==> config.mk <==
export PLATFORM = sky130hd
export DESIGN_NAME = protected_space_access_table
export DESIGN_NICKNAME = d
export VERILOG_FILES = /design/src/design/psat_pkg.sv /design/src/design/psat_mem.sv /design/src/design/psat_ctrl.sv /design/src/design/protected_space_access_table.sv
export VERILOG_INCLUDE_DIRS = /design/src /design/src/design
export SDC_FILE = /design/constraint.sdc
export NUM_CORES = 2
export LEC_CHECK = 0
export BUFFER_PORTS_ARGS = -buffer_cell sky130_fd_sc_hd__buf_2
export CORE_ASPECT_RATIO = 1.75
export CORE_MARGIN = 1.5
export CORE_UTILIZATION = 67
export DETAILED_ROUTE_END_ITERATION = 7
export PLACE_DENSITY = 0.82
export REMOVE_ABC_BUFFERS = 1
export SLEW_MARGIN = 20
export SYNTH_ARGS = -nofsm -noshare
export SYNTH_HDL_FRONTEND = slang
export SYNTH_HIERARCHICAL = 1
export SYNTH_SLANG_ARGS = --single-unit
export TNS_END_PERCENT = 50
==> constraint.sdc <==
create_clock -name clk -period 14.5 [get_ports clk]
set_clock_uncertainty 0.1 [all_clocks]
set_input_delay 1.45 -clock clk [delete_from_list [all_inputs] [get_ports clk]]
set_output_delay 1.45 -clock clk [all_outputs]
set_load 0.05 [all_outputs]
==> src/design/protected_space_access_table_assert.svh <==
// ----------------------------------------------------------------------------
// Assertion macros for the protected space access table
// Implication checks sampled on clk and held off during reset.
// ----------------------------------------------------------------------------
`ifndef PROTECTED_SPACE_ACCESS_TABLE_ASSERT_SVH
`define PROTECTED_SPACE_ACCESS_TABLE_ASSERT_SVH

`ifndef NO_ASSERTIONS

// Same-cycle implication
`define PSAT_ASSERT_SAME(lbl, pre, post, msg) \
  lbl: assert property (@(posedge clk) disable iff (!rst_n) (pre) |-> (post)) \
    else $error(msg);

// Next-cycle implication
`define PSAT_ASSERT_NEXT(lbl, pre, post, msg) \
  lbl: assert property (@(posedge clk) disable iff (!rst_n) (pre) |=> (post)) \
    else $error(msg);

`else

`define PSAT_ASSERT_SAME(lbl, pre, post, msg)
`define PSAT_ASSERT_NEXT(lbl, pre, post, msg)

`endif

`endif

==> src/design/psat_pkg.sv <==
// ----------------------------------------------------------------------------
// psat_pkg
// Shared constants and types of the protected space access table.
// ----------------------------------------------------------------------------
`default_nettype none

package psat_pkg;

  localparam int TABLE_ENTRIES = 16;
  localparam int IDX_W = (TABLE_ENTRIES > 1) ? $clog2(TABLE_ENTRIES) : 1;
  localparam int CNT_W = $clog2(TABLE_ENTRIES + 1);
  localparam logic [CNT_W-1:0] SCAN_END = CNT_W'(TABLE_ENTRIES);

  localparam int KEY_W  = 64;
  localparam int FLAG_W = 16;

  localparam logic [1:0] OP_ADD    = 2'd0;
  localparam logic [1:0] OP_REMOVE = 2'd1;
  localparam logic [1:0] OP_QUERY  = 2'd2;

  localparam logic [1:0] ST_OK        = 2'd0;
  localparam logic [1:0] ST_FULL      = 2'd1;
  localparam logic [1:0] ST_NOT_FOUND = 2'd2;

  typedef struct packed {
    logic [KEY_W-1:0]  key;
    logic [FLAG_W-1:0] method;
    logic [FLAG_W-1:0] mask;
  } psat_entry_t;

  typedef struct packed {
    logic              rd_en;
    logic [IDX_W-1:0]  rd_addr;
    logic              wr_en;
    logic [IDX_W-1:0]  wr_addr;
    psat_entry_t       wr_data;
  } psat_mem_req_t;

  typedef struct packed {
    logic [1:0]        operation;
    logic [KEY_W-1:0]  target_key;
    logic [KEY_W-1:0]  accessor_key;
    logic [FLAG_W-1:0] method_flags;
    logic [FLAG_W-1:0] blocked_mask;
    logic [FLAG_W-1:0] access_type;
  } psat_item_t;

endpackage

`default_nettype wire

==> src/design/psat_mem.sv <==
// ----------------------------------------------------------------------------
// psat_mem
// Entry store: key, method flags and mask, one write and one registered read.
// ----------------------------------------------------------------------------
`default_nettype none

module psat_mem
  import psat_pkg::*;
(
  input  wire logic          clk,
  input  wire psat_mem_req_t req,
  output psat_entry_t        rd_data
);

  psat_entry_t mem [TABLE_ENTRIES];
  psat_entry_t rd_data_r;

  always_ff @(posedge clk) begin
    if (req.wr_en) begin
      mem[req.wr_addr] <= req.wr_data;
    end
    if (req.rd_en) begin
      rd_data_r <= mem[req.rd_addr];
    end
  end

  assign rd_data = rd_data_r;

endmodule

`default_nettype wire

==> src/design/psat_ctrl.sv <==
// ----------------------------------------------------------------------------
// psat_ctrl
// Scan sequencer: valid marks, lookup over the entry store, update, result.
// ----------------------------------------------------------------------------
`default_nettype none

`include "protected_space_access_table_assert.svh"

module psat_ctrl
  import psat_pkg::*;
(
  input  wire logic          clk,
  input  wire logic          rst_n,
  input  wire logic          in_valid,
  output logic               in_ready,
  input  wire psat_item_t    in_item,
  output logic               out_valid,
  input  wire logic          out_ready,
  output logic [1:0]         out_status,
  output logic               out_blocked,
  output psat_mem_req_t      mem_req,
  input  wire psat_entry_t   mem_rd_data
);

  localparam logic [1:0] S_IDLE   = 2'd0;
  localparam logic [1:0] S_SCAN   = 2'd1;
  localparam logic [1:0] S_FINISH = 2'd2;

  logic [1:0]               state_r, state_nxt;
  psat_item_t               item_r;
  logic [CNT_W-1:0]         iss_cnt_r, iss_cnt_nxt;
  logic                     pend_r, pend_nxt;
  logic [IDX_W-1:0]         pend_idx_r, pend_idx_nxt;
  logic                     found_r, found_nxt;
  logic [IDX_W-1:0]         hit_idx_r, hit_idx_nxt;
  logic [FLAG_W-1:0]        hit_mask_r, hit_mask_nxt;
  logic                     free_r, free_nxt;
  logic [IDX_W-1:0]         free_idx_r, free_idx_nxt;
  logic [TABLE_ENTRIES-1:0] valid_r, valid_nxt;
  logic                     out_valid_r, out_valid_nxt;
  logic [1:0]               out_status_r, out_status_nxt;
  logic                     out_blocked_r, out_blocked_nxt;

  logic issue, hit, out_free, fin;

  assign in_ready  = (state_r == S_IDLE);
  assign out_free  = !out_valid_r || out_ready;
  assign fin       = (state_r == S_FINISH) && out_free;
  assign issue     = (state_r == S_SCAN) && (iss_cnt_r != SCAN_END);
  assign hit       = pend_r && valid_r[pend_idx_r] && (mem_rd_data.key == item_r.target_key);

  always_comb begin
    state_nxt       = state_r;
    iss_cnt_nxt     = iss_cnt_r;
    pend_nxt        = 1'b0;
    pend_idx_nxt    = pend_idx_r;
    found_nxt       = found_r;
    hit_idx_nxt     = hit_idx_r;
    hit_mask_nxt    = hit_mask_r;
    free_nxt        = free_r;
    free_idx_nxt    = free_idx_r;
    valid_nxt       = valid_r;
    out_valid_nxt   = out_valid_r && !out_ready;
    out_status_nxt  = out_status_r;
    out_blocked_nxt = out_blocked_r;

    mem_req.rd_en   = issue;
    mem_req.rd_addr = iss_cnt_r[IDX_W-1:0];
    mem_req.wr_en   = 1'b0;
    mem_req.wr_addr = hit_idx_r;
    mem_req.wr_data.key    = item_r.target_key;
    mem_req.wr_data.method = item_r.method_flags;
    mem_req.wr_data.mask   = item_r.blocked_mask;

    unique case (state_r)
      S_IDLE: begin
        if (in_valid) begin
          state_nxt   = S_SCAN;
          iss_cnt_nxt = '0;
          found_nxt   = 1'b0;
          free_nxt    = 1'b0;
        end
      end
      S_SCAN: begin
        if (issue) begin
          iss_cnt_nxt  = iss_cnt_r + CNT_W'(1);
          pend_nxt     = 1'b1;
          pend_idx_nxt = iss_cnt_r[IDX_W-1:0];
        end
        // read data arrives the cycle after its address; keep the lowest hit
        if (hit && !found_r) begin
          found_nxt    = 1'b1;
          hit_idx_nxt  = pend_idx_r;
          hit_mask_nxt = mem_rd_data.mask;
        end
        if (pend_r && !valid_r[pend_idx_r] && !free_r) begin
          free_nxt     = 1'b1;
          free_idx_nxt = pend_idx_r;
        end
        if (!issue && !pend_r) begin
          state_nxt = S_FINISH;
        end
      end
      S_FINISH: begin
        if (out_free) begin
          state_nxt       = S_IDLE;
          out_valid_nxt   = 1'b1;
          out_status_nxt  = ST_OK;
          out_blocked_nxt = 1'b0;
          unique case (item_r.operation)
            OP_ADD: begin
              if (found_r) begin
                mem_req.wr_en = 1'b1;
              end else if (free_r) begin
                mem_req.wr_en   = 1'b1;
                mem_req.wr_addr = free_idx_r;
              end else begin
                out_status_nxt = ST_FULL;
              end
              if (mem_req.wr_en) begin
                valid_nxt[mem_req.wr_addr] = 1'b1;
              end
            end
            OP_REMOVE: begin
              if (found_r) begin
                valid_nxt[hit_idx_r] = 1'b0;
              end else begin
                out_status_nxt = ST_NOT_FOUND;
              end
            end
            OP_QUERY: begin
              out_blocked_nxt = found_r && (item_r.accessor_key != item_r.target_key) &&
                                (|(hit_mask_r & item_r.access_type));
            end
            default: begin
            end
          endcase
        end
      end
      default: begin
        state_nxt = S_IDLE;
      end
    endcase
  end

  always_ff @(posedge clk) begin
    if (!rst_n) begin
      state_r     <= S_IDLE;
      iss_cnt_r   <= '0;
      pend_r      <= 1'b0;
      found_r     <= 1'b0;
      free_r      <= 1'b0;
      valid_r     <= '0;
      out_valid_r <= 1'b0;
    end else begin
      state_r     <= state_nxt;
      iss_cnt_r   <= iss_cnt_nxt;
      pend_r      <= pend_nxt;
      found_r     <= found_nxt;
      free_r      <= free_nxt;
      valid_r     <= valid_nxt;
      out_valid_r <= out_valid_nxt;
    end
  end

  always_ff @(posedge clk) begin
    if (in_valid && in_ready) begin
      item_r <= in_item;
    end
    pend_idx_r    <= pend_idx_nxt;
    hit_idx_r     <= hit_idx_nxt;
    hit_mask_r    <= hit_mask_nxt;
    free_idx_r    <= free_idx_nxt;
    out_status_r  <= out_status_nxt;
    out_blocked_r <= out_blocked_nxt;
  end

  assign out_valid   = out_valid_r;
  assign out_status  = out_status_r;
  assign out_blocked = out_blocked_r;

  `PSAT_ASSERT_SAME(a_wr_only_add, mem_req.wr_en, fin && (item_r.operation == OP_ADD), "entry write outside an add")
  `PSAT_ASSERT_SAME(a_rd_in_range, mem_req.rd_en, iss_cnt_r < SCAN_END, "read issued past the table")
  `PSAT_ASSERT_SAME(a_full_means_full, fin && (out_status_nxt == ST_FULL), &valid_r, "table full reported with a free slot")
  `PSAT_ASSERT_NEXT(a_wr_sets_valid, mem_req.wr_en, valid_r[$past(mem_req.wr_addr)], "written entry not marked valid")

endmodule

`default_nettype wire

==> src/design/protected_space_access_table.sv <==
// ----------------------------------------------------------------------------
// protected_space_access_table
// Table of protected address spaces with add, remove and access query.
// ----------------------------------------------------------------------------
//  channel  | direction | payload
//  in_      | slave     | tuser: operation; tdata: keys, flags, mask, access type
//  out_     | master    | tdata: status, blocked
//
// After acceptance in_tready stays low through the entry scan and the finish state;
// the entry scan reads one entry a cycle through the single read port of the entry
// store. Reset clears the valid marks at once, no clearing pass. A finished result
// waits in the output register while the next beat is accepted; the block only
// stalls in its finish state if the output is held.
// ----------------------------------------------------------------------------
`default_nettype none

module protected_space_access_table
  import psat_pkg::*;
(
  input  wire logic         clk,
  input  wire logic         rst_n,
  input  wire logic         in_tvalid,
  output logic              in_tready,
  // [63:0] target_key, [127:64] accessor_key, [143:128] method_flags,
  // [159:144] blocked_mask, [175:160] access_type
  input  wire logic [175:0] in_tdata,
  // [1:0] operation
  input  wire logic [1:0]   in_tuser,
  output logic              out_tvalid,
  input  wire logic         out_tready,
  // [1:0] status, [2] blocked, [7:3] zero
  output logic [7:0]        out_tdata
);

  psat_item_t    item;
  psat_mem_req_t mem_req;
  psat_entry_t   mem_rd_data;
  logic [1:0]    status;
  logic          blocked;

  assign item.operation    = in_tuser;
  assign item.target_key   = in_tdata[63:0];
  assign item.accessor_key = in_tdata[127:64];
  assign item.method_flags = in_tdata[143:128];
  assign item.blocked_mask = in_tdata[159:144];
  assign item.access_type  = in_tdata[175:160];

  psat_ctrl u_ctrl (
    .clk         (clk),
    .rst_n       (rst_n),
    .in_valid    (in_tvalid),
    .in_ready    (in_tready),
    .in_item     (item),
    .out_valid   (out_tvalid),
    .out_ready   (out_tready),
    .out_status  (status),
    .out_blocked (blocked),
    .mem_req     (mem_req),
    .mem_rd_data (mem_rd_data)
  );

  psat_mem u_mem (
    .clk     (clk),
    .req     (mem_req),
    .rd_data (mem_rd_data)
  );

  assign out_tdata = {5'b0, blocked, status};

endmodule

`default_nettype wire
==> flow_metrics.env <==
export IMPL_place_gp_congestion=0.826
export IMPL_cp_start_kind="input port"
export IMPL_rsz0062_at_grt="no"
export IMPL_critical_path_class="in2reg"
export IMPL_drt_iter0_markers=4365
export IMPL_via_per_inst=7.14
export IMPL_post_route_cells_drive_above_1_share=0.258
export IMPL_htree_levels=4
export IMPL_worstPathRequired_ns=14.76
export IMPL_cts_setup_buffers=0
export IMPL_maxCapViolCount=0
export IMPL_crit_arrival_ns=5.08
export IMPL_io_buffers=170
export IMPL_fin_ws_ns=9.68
export IMPL_postSynthCellCount=2739
export IMPL_p_per_area_mw_per_mm2=143
export IMPL_grt_pass1_wl_mm=212
export IMPL_max_freq_mhz=207
export IMPL_worst_r2r_setup_slack_ns=9.96
export IMPL_cts_root_buf="clkbuf_16"
export IMPL_cp_max_fo=44
export IMPL_antenna_found_initial=1
export IMPL_ctsLongestPathBuffers=3
export IMPL_whs_path_depth=0
export IMPL_fin_nets=3067
export IMPL_dieArea_mm2=0.0913
export IMPL_avgSynthCellArea_um2=21.9
export IMPL_r2r_end="u_mem/mem[0][64]$_DFFE_PP_"
export IMPL_area_growth_pct=9.66
export IMPL_power_uw=9370
export IMPL_slew_headroom=0.251
export IMPL_setup_viol=0
export IMPL_grt_total_usage=0.333
export IMPL_gr_total_overflow=0
export IMPL_r2r_start="u_ctrl/state_r[1]$_SDFFE_PN0P_"
export IMPL_grt_max_degree=113
export IMPL_pre_cts_slack_ns=9.05
export IMPL_cts_made_buffers=134
export IMPL_detail_route_wl_per_cell_um=35.6
export IMPL_row_count=144
export IMPL_drtAntennaViolNets=0
export IMPL_p_leak_uw=0.0204
export IMPL_end_kind="flip-flop"
export IMPL_hold_violations=0
export IMPL_final_common_cell="edfxtp_1"
export IMPL_whs_ns=0.324
export IMPL_cts_resized_gates=0
export IMPL_final_area_mm2=0.0657
export IMPL_cts_sinks=1580
export IMPL_hold_path_class="reg2reg"
export IMPL_grt_pass1_vias=30700
export IMPL_syn_area_mm2=0.0599
export IMPL_wl_mm=148
export IMPL_drv_slew=0
export IMPL_final_cell_mix="edfxtp_1, mux4_2, buf_2"
export IMPL_start_util=0.679
export IMPL_reg2reg_depth=9
export IMPL_worst_slew_pin_slew_ns=1.12
export IMPL_fin_crit_sh=0.332
export IMPL_die_y_um=399
export IMPL_design_portCount=192
export IMPL_worstHoldEndpoint="u_ctrl/hit_mask_r[10]$_DFFE_PP_"
export IMPL_drcViolationCount=0
export IMPL_final_util=0.744
export IMPL_via_count=29700
export IMPL_cts_tree="built"
export IMPL_cts_hold_buf=0
export IMPL_hp_start="u_mem/rd_data[10]$_DFFE_PP_"
export IMPL_die_x_um=229
export IMPL_clock_latency_ns=0.76
export IMPL_firstDrtPassIters=6
export IMPL_ir_drop_uv=139
export IMPL_placed_area_mm2=0.0614
export IMPL_post_route_min_period_ns=4.82
export IMPL_clk_pin_slew_ns=0.07
export IMPL_cp_startpoint="out_tready"
export IMPL_yosysWarnings=6
export IMPL_status="completed"
export IMPL_coreArea_mm2=0.0883
export IMPL_dp_hpwl_mm=69.1
-- metrics by stage --
stage / cells / TNS (ns)
final: 4153 / 0
after global routing: 4151 / 0
after CTS: 4151 / 0
after detailed placement: 3915 / 0
after global placement: 3914 / 0
after floorplan: 2522 / -296.14
-- area by class of cell --
cell class / count / area [um2]
fill: 4343 / 22600
antenna: 2 / 5.00
clock inverter: 76 / 709
tap: 1168 / 1460
clock buffer: 160 / 3570
multi-input combinational: 931 / 11400
inverter: 11 / 48.8
sequential: 1580 / 47200
timing repair buffer: 225 / 1270
-- sequential cells by signal, indices dropped and copies added (netlist names) --
name                flops
u_ctrl/state_r          2
u_ctrl/valid_r         16
u_ctrl/out_valid        1
u_ctrl/hit_idx_r        4
u_ctrl/free_idx_r       4
u_mem/mem            1280
u_ctrl/hit_mask_r      16
u_ctrl/out_status       2
u_ctrl/iss_cnt_r        5
u_ctrl/free_r           1
u_ctrl/item_r          82
u_ctrl/out_blocked      1
u_mem/rd_data          80
u_ctrl/pend_r           1
u_ctrl/found_r          1
u_ctrl/mem_req         80
u_ctrl/pend_idx_r       4
-- worst max-delay path by stage --
stage | slack (ns) | to
finish | 9.68 | u_mem/mem[0][64]$_DFFE_PP_
floorplan | -3.46 | u_ctrl/iss_cnt_r[1]$_SDFFE_PN0P_
global route | 9.65 | u_mem/mem[0][32]$_DFFE_PP_
CTS | 9.79 | u_mem/mem[0][61]$_DFFE_PP_
global placement | 9.07 | u_mem/mem[0][92]$_DFFE_PP_
detailed placement | 9.05 | u_mem/mem[0][76]$_DFFE_PP_
-- power by group --
| group | internal [uW] | switching, uW |
|---|---|---|
| Sequential | 5170 | 151 |
| Combinational | 204 | 261 |
| Clock | 1960 | 1620 |
| Total | 7330 | 2040 |
-- layer usage --
metal / share of wire / up-vias / global-route usage / wire, um
met4: 0.055 / 2 / 0.169 / 8130
met3: 0.11 / 467 / 0.0619 / 16800
met5: 0.000081 / - / 0 / 12
met1: 0.32 / 15200 / 0.425 / 47600
li1: - / 11500 / - / -
met2: 0.51 / 2526 / 0.555 / 75500
-- worst max-delay path, cell delays in order --
cell and delay (ns):
buf_2 0.09, nor2b_1 0.06, or3_1 0.37, or3_1 0.46, nand2_1 0.11, o21ai_0 0.17, or3b_2 0.63, nor3_2 0.15
buf_4 0.64, buf_4 0.88
Note: power is estimated with default switching activity, not from simulation.
